==> src/sv/fwsk_pkg.sv <==
// Types, constants and the arctangent table shared by the steering kinematics pipeline.
// No dependencies.
package fwsk_pkg;

   localparam int WheelCount = 4;
   localparam int XW = 34;
   localparam int ZW = 33;
   localparam int AngleMax = 12868;
   localparam int SpeedMax = 65535;
   localparam logic [29:0] InvGain = 30'd652032874;

   localparam logic CSR_TRACK = 1'b0;
   localparam logic CSR_BASE = 1'b1;

   typedef struct packed {
      logic signed [XW-1:0] x;
      logic signed [XW-1:0] y;
      logic signed [ZW-1:0] z;
      logic                 neg;
      logic                 zero;
   } cordic_type;

   function automatic logic signed [ZW-1:0] atan_q30(input int idx);
      logic signed [ZW-1:0] r;
      unique case (idx)
         0: r = 33'sd843314857;
         1: r = 33'sd497837829;
         2: r = 33'sd263043837;
         3: r = 33'sd133525159;
         4: r = 33'sd67021687;
         5: r = 33'sd33543516;
         6: r = 33'sd16775851;
         7: r = 33'sd8388437;
         8: r = 33'sd4194283;
         9: r = 33'sd2097149;
         default: r = ZW'(64'sd1 <<< (30 - idx));
      endcase
      return r;
   endfunction

endpackage

==> src/sv/fwsk_cell.sv <==
// One CORDIC vectoring cell: rotates the vector by one step and passes it on.
// Depends on fwsk_pkg.
module fwsk_cell
   import fwsk_pkg::*;
#(
   parameter int STAGE = 0
) (
   input  logic       clock,
   input  logic       enable,
   input  cordic_type cell_in,
   output cordic_type cell_out
);

   cordic_type cell_ff, cell_in_next;
   logic signed [XW-1:0] dx, dy;

   always_comb begin
      dx = cell_in.y >>> STAGE;
      dy = cell_in.x >>> STAGE;
      cell_in_next = cell_in;
      if (!cell_in.y[XW-1]) begin
         cell_in_next.x = cell_in.x + dx;
         cell_in_next.y = cell_in.y - dy;
         cell_in_next.z = cell_in.z + atan_q30(STAGE);
      end else begin
         cell_in_next.x = cell_in.x - dx;
         cell_in_next.y = cell_in.y + dy;
         cell_in_next.z = cell_in.z - atan_q30(STAGE);
      end
   end

   always_ff @(posedge clock) begin
      if (enable) begin
         cell_ff <= cell_in_next;
      end
   end

   assign cell_out = cell_ff;

endmodule

==> config.mk <==
export PLATFORM = sky130hd
export DESIGN_NAME = fwsk_cell
export DESIGN_NICKNAME = d
export VERILOG_FILES = /design/src/sv/fwsk_pkg.sv /design/src/sv/fwsk_cell.sv
export SDC_FILE = /design/constraint.sdc
export NUM_CORES = 1
export LEC_CHECK = 0
export ABC_AREA = 1
export ABC_CLOCK_PERIOD_IN_PS = 3350
export BUFFER_PORTS_ARGS = -buffer_cell sky130_fd_sc_hd__buf_4
export CORE_MARGIN = 3
export CORE_UTILIZATION = 50
export CTS_BUF_LIST = sky130_fd_sc_hd__clkbuf_8
export DETAILED_ROUTE_END_ITERATION = 12
export PLACE_DENSITY_LB_ADDON = 0.3
export SKIP_LAST_GASP = 1
export SLEW_MARGIN = 20
export SYNTH_ARGS = -nofsm -noshare
export SYNTH_HDL_FRONTEND = slang
export SYNTH_SLANG_ARGS = --single-unit
==> constraint.sdc <==
create_clock -name clock -period 3.35 [get_ports clock]
set_clock_uncertainty 0.1 [all_clocks]
set_input_delay 1.005 -clock clock [delete_from_list [all_inputs] [get_ports clock]]
set_output_delay 1.005 -clock clock [all_outputs]
set_load 0.05 [all_outputs]
Yosys cells after proc, flatten, opt, wreduce, memory -nomap -nowiden --
Index checks and enable logic that the tools add are counted.
Operators by class: muxes and demuxes 1, add/sub/neg operators 5
Operator list (number):
- $mux 101 | 1
- $sub 34x34->34 | 2
- $add 34x34->34 | 1
- $add 33x31->33 const B | 1
- $sub 33x31->33 const B | 1
Word-level totals: output and inout port bits 103, bits of input ports 105, register bits 103

Longest topological paths before layout --
depth in word-level cells 2, gate-level depth with buffers 18, depth with buffers taken out 17

Worst setup path before layout --
No wires, ideal clock.
kind input to register, from input cell_in[68] in the netlist's numbering, to register cell_ff, in the netlist cell_out[24] (data pin), stages 11, data required time 2.991 ns, setup slack 0.081 ns, setup time 0.259 ns, arrival 2.910 ns, cells stage by stage buf_2 clkinv_1 buf_2 ha_1 a21oi_1 nand2_1 a21boi_0 o21ai_0 nand3_1 nand2_1 xor2_1
RTL lines:
- start: declaration | line fwsk_cell.sv:10 | input cordic_type cell_in,
- end signal: assignment | line fwsk_cell.sv:34 | cell_ff <= cell_in_next;
- end: declaration | line fwsk_cell.sv:14 | cordic_type cell_ff, cell_in_next;

==> out/metrics.yaml <==
drt:
  routed_via_density: 5.57
  drtIter0Drc: 1323
  detail_route.wl_per_cell_um: 18.0
  ant_nets: 0
  vias: 13200
  wl_um: 42600
  first_pass_iters: 8
  route.detailed.drc: 0
floorplan:
  area_of_the_die_sq_um: 26000
  core-area_sq_um: 23500
  floorplan.initialDensity: 0.512
  dieWidth_um: 161
  std_cell_rows: 56
  ios: 208
  fp.dieH_um: 161
clock_tree:
  clockRootBuffer: "clkbuf_8"
  clock_sink_count: 102
  clock_tree.htree_level_count: 3
  cts_setup_buffers: 0
  cts-hold-fix-buffers: 0
  clk_pin_slew_ns: 0.12
  cts_tree: "done"
  post_cts_resized: 0
  clockBufferDepth: 2
  numCtsBuffers: 9
sta:
  timing.final.setup_violations: 0
  rsz_0062_raised_after_global_routing: "no"
  maxClockFrequency_ghz: 0.323
  min_period_over_period: 0.923
  worst_slew_margin_rel: 0.460
  postLayoutSetupSlackWorst_ns: 0.257
  worst_pin_slew_ns: 0.810
  finalMaxSlewViolations: 0
  hold_violations: 0
  min_period_ns: 3.09
  final.setup.tns_ns: 0
synthesis:
  synthCells: 1790
  prevailing_post_synth_register_cell: "edfxtp_1"
  synth.most_common_cell: "nand2_1"
  netlist.area_leader.share: 0.254
  register_area_share_after_synthesis: 0.254
  synth_cell_type_count: 46
  post_synth_edffs: 102
  syn_area_sq_um: 12000
  synth.largest_area_cell: "edfxtp_1"
  syn_nets: 2030
  synth.avg_cell_area_sq_um: 6.73
  synth.ff_latch_count: 102
  yosys_warnings: 0
  synthTopCellsByArea: "edfxtp_1 (25%), nand2_1 (15%), ha_1 (14%), inv_1 (7.0%), a21oi_1 (7.0%)"
  ys_top_cells_by_count: "nand2_1 (466), inv_1 (226), a21oi_1 (169), nor2_1 (167), nand3_1 (158)"
  ys_async_sr_fraction: 0
status:
  status: "completed"
final_layout:
  multi_input_combinational_cell_area_sq_um: 7800
  antenna_cells_inserted: 0
  areaGrowthSynthToFinish_pct: 20.6
  number_of_flip_flops_in_the_largest_register: 102
  layout.nets: 2285
  final.fill_count: 2225
  regArea_sq_um: 3060
  layoutNonFillerInstCount: 2369
  share_of_post_route_cells_with_drive_strength_above_1: 0.169
placed_design:
  hpwlAfterDp_um: 35400
  post-place-cells: 2353
  gpl.final_weighted_congestion: 0.970
  port_buffers: 207
  detailedPlace.worstSlack_ns: -0.0775
global_routing:
  grt_pass1_wl_um: 65800
  antenna_found_initial: 0
  gr-usage-all-layers: 0.319
  vias_in_the_first_global_route: 12700
  grt_max_degree: 69
  grt_remaining_overflow: 0
setup_path:
  critPathRequiredTime_ns: 3.41
  cp_data_arrival_time_ns: 3.15
  crit_fanout: 12
  worst-path-buf-inv: 3
  crit_path_end_kind: "flip-flop"
  crit_path_start_kind: "input pin"
  worstPathCellList: "buf_4 > inv_1 > ha_1 > inv_1 > a21oi_1 > nor2_1 > nor2_1 > nand2_1 > nand2_1 > nand2_1 > nand2_1 > nand3_1 > nand3_1 > o21ai_2"
  worst_path_most_repeated_cell: "nand2_1"
  critical-path-max-stage-delay_ns: 0.55
  critical-path-top-delay-family: "simple AND/OR/NAND/NOR gates"
  critical_path_class: "input pin to flip-flop"
  timing.critical_path.slowest_stage_cell: "ha_1"
power:
  power.ir.vdd_worst_v: 0.000223
  leakage_nw: 7.33
  power_mw: 5.58
  pwr_density_cell_nw_per_um2: 384
worst_hold_path:
  hold_path_class: "input pin to flip-flop"
run:
  maxCapViolations: 0
-- routing by layer --
layer  wire length (um)  global-route usage  vias up
li1                   -                   -     6437
met1              18200               0.425     6033
met2              19700               0.541      629
met3               3250              0.0362       87
met4               1460               0.110        0
met5                  0                   0        -
-- logic make-up after synthesis --
kind of cell	synth area share
and+or+nand+nor	0.299
AOI/OAI and AO/OA	0.165
buffers and inverters	0.0981
adders and majority gates	0.143
DFF	0.254
xor gates and xnor gates	0.0385
muxes	0.00249
-- final cells by class --
cell class	instances	area share
sequential	102	0.211
clock buffer	9	0.00853
multi-input combinational	1409	0.537
inverter	233	0.0602
timing repair buffer	290	0.151
clock inverter	7	0.00517
tap	319	0.0275
-- report_power, final --
| part | switching [mW] | total (mW) | leakage (nW) | internal, mW |
|---|---|---|---|---|
| Clock | 0.567 | 0.863 | 0.0981 | 0.296 |
| Sequential | 0.0621 | 1.72 | 0.997 | 1.66 |
| Combinational | 2.04 | 3.00 | 6.23 | 0.958 |
| Total | 2.67 | 5.58 | 7.33 | 2.91 |
-- path summary, 6_finish.rpt --
check         from           end  slack, ns  depth (start not counted)
max    cell_in[39]  cell_out[92]       0.26                         14
min     cell_in[0]   cell_out[0]       0.67                          1
-- layout by cell type (no fill, tap or decap), types with 23 or more instances in the layout --
cell	netlist	final
nand2_1	466	466
nor3_1	23	23
o21ai_0	106	106
nor2_1	167	167
inv_1	226	226
buf_4	19	289
a21oi_1	169	169
ha_1	131	131
xor2_1	44	44
nand3_1	158	158
edfxtp_1	102	102
-- stage by stage --
stage | instance area (sq um) | hold slack (ns) | utilization
6_report | 14500 | 0.672 | 0.617
5_1_grt | 14500 | 0.656 | 0.617
4_1_cts | 14500 | 0.661 | 0.617
3_5_place_dp | 14300 | 1.09 | 0.609
3_3_place_gp | 14300 | 1.08 | 0.609
2_1_floorplan | 12000 | 1.00 | -
No activity file was read; power rests on OpenSTA's default activity.
