**src/sv/fwsk_pkg.sv**
```systemverilog
// Types, constants and the arctangent table shared by the steering kinematics pipeline.
// No dependencies.
package fwsk_pkg;

   localparam int WheelCount = 4;
   localparam int XW = 34;
   localparam int ZW = 33;
   localparam int AngleMax = 12868;
   localparam int SpeedMax = 65535;
   localparam logic [29:0] InvGain = 30'd652032874;

   localparam logic CSR_TRACK = 1'b0;
   localparam logic CSR_BASE = 1'b1;

   typedef struct packed {
      logic signed [XW-1:0] x;
      logic signed [XW-1:0] y;
      logic signed [ZW-1:0] z;
      logic                 neg;
      logic                 zero;
   } cordic_type;

   function automatic logic signed [ZW-1:0] atan_q30(input int idx);
      logic signed [ZW-1:0] r;
      unique case (idx)
         0: r = 33'sd843314857;
         1: r = 33'sd497837829;
         2: r = 33'sd263043837;
         3: r = 33'sd133525159;
         4: r = 33'sd67021687;
         5: r = 33'sd33543516;
         6: r = 33'sd16775851;
         7: r = 33'sd8388437;
         8: r = 33'sd4194283;
         9: r = 33'sd2097149;
         default: r = ZW'(64'sd1 <<< (30 - idx));
      endcase
      return r;
   endfunction

endpackage

```
**src/sv/fwsk_finish.sv**
```systemverilog
// Gain correction, rounding, clamping and sign of one wheel's CORDIC result.
// Depends on fwsk_pkg.
module fwsk_finish
   import fwsk_pkg::*;
(
   input  logic               clock,
   input  logic               enable,
   input  cordic_type         cell_in,
   output logic signed [14:0] angle,
   output logic signed [16:0] speed
);

   logic [61:0]          prod_ff;
   logic signed [ZW-1:0] z_ff;
   logic                 neg_ff, zero_ff;
   logic signed [15:0]   zr;
   logic [62:0]          rnd;
   logic [19:0]          mag;
   logic [16:0]          mag_sat;

   always_ff @(posedge clock) begin
      if (enable) begin
         prod_ff <= 62'(cell_in.x[31:0]) * 62'(InvGain);
         z_ff    <= cell_in.z;
         neg_ff  <= cell_in.neg;
         zero_ff <= cell_in.zero;
      end
   end

   always_comb begin
      zr = 16'((z_ff + ZW'(65536)) >>> 17);
      rnd = {1'b0, prod_ff} + (63'd1 << 42);
      mag = rnd[62:43];
      mag_sat = (mag > 20'(SpeedMax)) ? 17'(SpeedMax) : mag[16:0];
      if (zero_ff) begin
         angle = '0;
         speed = '0;
      end else begin
         if (zr > 16'sd12868) begin
            angle = 15'(AngleMax);
         end else if (zr < -16'sd12868) begin
            angle = -15'(AngleMax);
         end else begin
            angle = zr[14:0];
         end
         speed = neg_ff ? -$signed(mag_sat) : $signed(mag_sat);
      end
   end

endmodule

```
**config.mk**
```make
export PLATFORM = sky130hd
export DESIGN_NAME = fwsk_finish
export DESIGN_NICKNAME = d
export VERILOG_FILES = /design/src/sv/fwsk_pkg.sv /design/src/sv/fwsk_finish.sv
export SDC_FILE = /design/constraint.sdc
export NUM_CORES = 1
export LEC_CHECK = 0
export ABC_AREA = 1
export CAP_MARGIN = 10
export CORE_MARGIN = 2
export CORE_UTILIZATION = 40
export CTS_CLUSTER_DIAMETER = 150
export CTS_CLUSTER_SIZE = 28
export DETAILED_ROUTE_END_ITERATION = 10
export DONT_BUFFER_PORTS = 1
export HOLD_SLACK_MARGIN = 0.1
export PLACE_DENSITY_LB_ADDON = 0.3
export SKIP_CTS_REPAIR_TIMING = 1
export SYNTH_ARGS = -nofsm -noshare
export SYNTH_HDL_FRONTEND = slang
export SYNTH_SLANG_ARGS = --single-unit
```
**constraint.sdc**
```tcl
create_clock -name clock -period 8.5 [get_ports clock]
set_input_delay 0.85 -clock clock [delete_from_list [all_inputs] [get_ports clock]]
set_output_delay 0.85 -clock clock [all_outputs]
set_load 0.005 [all_outputs]
```
; ---- Word-level counts from Yosys, hierarchy flattened
; Index checks and enable logic that the tools add are counted.
[classes]
n_addsub = 3
n_mul = 1
order_cmp = 3
n_mux = 6
[ops]
columns = cell, n
row1 = $add 62x43->63 const B, 1
row2 = $mul 32x29->61 const B, 1
row3 = $mux 17, 3
row4 = $mux 15, 3
row5 = $add 33x18->33 const B, 1
row6 = $gt 20x16->1 const B, 1
row7 = $neg 17->17, 1
row8 = $gt 16x15->1 const B, 1
row9 = $lt 16x15->1 const B, 1
[totals]
reg_bits = 96
input_bits = 105
output_inout_bits = 32

; ---- Depth between registers and ports, before layout
[logic_depth]
ltp_word = 6
ltp_mapped = 27
mapped_depth_nobuf = 27

; ---- Worst setup path before layout
; No wires, ideal clock.
[synth_path]
kind = input to register
start = input port cell_in[77] (netlist name)
end = register prod_ff[55], data pin
setup_ps = 265
t_arrival_ps = 6552
required_ps = 8235
slack_ps = 1683
path_stages = 22
path_buffers = 0
cell_sequence = inv_1 -> fa_1 -> fa_1 -> inv_1 -> fa_1 -> inv_1 -> fa_1 -> inv_1 -> fa_1 -> fa_1 -> fa_1 -> inv_1 -> fa_1 -> inv_1 -> ha_1 -> a21oi_1 -> o21ai_0 -> a21oi_1 -> o21ai_0 -> a221oi_1 -> o21ai_0 -> xor2_1
[synth_via]
elab_chain_cells = 1
[synth_rtl]
columns = element, line
row1 = from (decl), fwsk_finish.sv:8  ; input cordic_type cell_in,
row2 = $mul 32x29->61, fwsk_finish.sv:23  ; prod_ff <= 62'(cell_in.x[31:0]) * 62'(InvGain);
row3 = to (signal assigned), fwsk_finish.sv:23
row4 = to (decl), fwsk_finish.sv:13  ; logic [61:0] prod_ff;
; Every way passes these cells.
; A chain may end at the register's enable or synchronous reset.

; ---- Worst setup path after layout
[layout_path]
start = input port cell_in[77] (netlist name)
end = register prod_ff[50], data pin
; Same word-level chain as after synthesis.

==> metrics.csv <==
metric;value;unit
Crit Path Max Fanout;6;
port bufs;0;
Core ar.;0.0537;sq mm
H-tree depth;2;
RSZ-0062 raised after global routing;false;
antenna-violating nets left;0;
Starting Density;40.3;%
initial antenna violation count;0;
share of layout cells above drive strength 1;1.98;%
crit end category;flip-flop;
synth unique cells;44;
crit start category;input pin;
top cell type's share of synthesized area;42.3;%
Max Cap Viol;0;
CTS max path bufs;2;
Final Hold Fails;0;
drt drc;0;
Main synth FF type;edfxtp_1;
via count;15200;
arrival time worst endpoint;7290;ps
via density per instance;4.88;
Fillers;5303;
crit path to;prod_ff[50];
Die Ht;237;microns
Syn Nets;3342;
n_diodes;0;
GRT Residual Overflow;0;
number of placed I/O pins;137;
DR pass1 iterations;7;
crit path kind;input pin to flip-flop;
final HPWL from detailed placement;51900;microns
Site Rows;85;
wire per inst;18.2;microns
Clock Tree Root;clkbuf_16;
most common cell in the netlist;inv_1;
Area Overhead vs Synth;4.48;%
ys async rst share;0;%
Yosys reg bits;39;
Worst slew margin;61.7;%
pin count of the biggest net entering global routing;40;
Synth top cells by count;inv_1 (821), fa_1 (457), ha_1 (357);
Die W;237;microns
Mean Syn Cell Area;8.93;sq um
EDFF count, synth;39;
Tot GR Track Use;21.5;%
clock-pin slew on the worst setup and hold paths;50;ps
final slew viol count;0;
Tmin final;7270;ps
# setup viols final;0;
Hold Crit Class;input pin to flip-flop;
Critical Path Source;cell_in[77];
area leader, netlist;fa_1;
first-pass GRT wire length;93400;microns
vias in the first global route;17000;
Post-Syn Instances;2423;
clock tree sinks;39;
DRT iter0 DRCs;762;
Slew @ Worst Pin;569;ps
NumNets Final;3344;
TNS Setup;0;ps
Tcrit/Tclk final;85.5;%
mapped cell area;0.0216;sq mm
f_max;0.138;GHz
sequential fraction of the synthesis area;5.41;%
Num CTS Buffers;5;
TritonCTS clock tree;built;
RePlAce Congestion;0.964;
ranking of synthesized cells by area;fa_1 (42%), ha_1 (21%), inv_1 (14%);
yosys warns;0;
aggregate routed wire length;56700;microns
Worst Path Required;8510;ps
area of the die;0.0560;sq mm
status;finished clean;
## layout make-up
| class | instances | area (sq um) | area share, % |
|---|---|---|---|
| clock inverters | 2 | 8.76 | 0.0387 |
| clock buffers | 5 | 125 | 0.553 |
| well taps | 696 | 871 | 3.85 |
| inverters | 824 | 3090 | 13.7 |
| multi-input cells | 1555 | 17300 | 76.7 |
| flip-flops and latches | 39 | 1170 | 5.18 |
## registers in the layout, indices dropped and copies added (netlist names)
name	cells
neg_ff	1
prod_ff	20
z_ff	17
zero_ff	1
## cell usage in the layout (no fill, tap or decap), drive strengths merged, types with 10 or more instances in the layout
| cell | n |
|---|---|
| a21o | 10 |
| a21oi | 104 |
| a31oi | 13 |
| edfxtp | 39 |
| fa | 457 |
| ha | 357 |
| inv | 824 |
| nand2 | 231 |
| nand3 | 57 |
| nand4 | 10 |
| nor2 | 148 |
| nor3 | 24 |
| o21ai | 60 |
| xnor2 | 12 |
| xor2 | 35 |
## metrics by stage
step	area, sq um	cells	util (%)	worst slack [ps]	hold WS (ps)
floorplan	21600	2423	-	1680	949
global placement	22500	3114	41.9	975	949
detailed placement	22500	3114	41.9	1010	949
CTS	22600	3121	42.1	1240	654
global route	22600	3121	42.1	886	649
finish	22600	3121	42.1	1230	663
## worst max-delay path, stage by stage
cell and delay [ps]:
inv_1 340, fa_1 530, fa_1 520, inv_1 50
fa_1 500, inv_1 50, fa_1 480, inv_1 60
fa_1 510, fa_1 520, fa_1 540, inv_1 80
fa_1 510, inv_1 40, ha_1 310, nand2_1 130
nor2_1 270, nand2_1 90, nor4_1 410, nand2_1 110
nand2_1 120, a21oi_1 90, xnor2_1 160
## worst min path at each step
| stage | startpoint | end | cells after the start |
|---|---|---|---|
| after floorplan | cell_in[1] | neg_ff | 0 |
| after global placement | cell_in[1] | neg_ff | 0 |
| after detailed placement | cell_in[1] | neg_ff | 0 |
| after CTS | cell_in[1] | neg_ff | 0 |
| after global routing | cell_in[1] | neg_ff | 0 |
| final | cell_in[1] | neg_ff | 0 |
## kinds of logic (layout without fill, tap and decap cells)
group	after synthesis	count (layout)	share of synthesized area [%]
flops	39	39	5.41
compound gates	209	209	5.32
simple gates	485	485	10.0
xor+xnor	47	47	1.90
buf+inv	829	831	14.5
fa+ha+maj	814	814	62.9
## routing by layer
layer | part of all wire, % | track usage [%] | vias up
met3 | 5.0 | 2.61 | 55
met1 | 45 | 29.2 | 7615
met2 | 48 | 37.5 | 333
met4 | 1.7 | 3.62 | 0
met5 | 0 | 0 | -
li1 | - | - | 7231
Power is left out: the tool's default activity adds up to more than one toggle a clock period on the data nets, which glitch-free logic cannot reach.
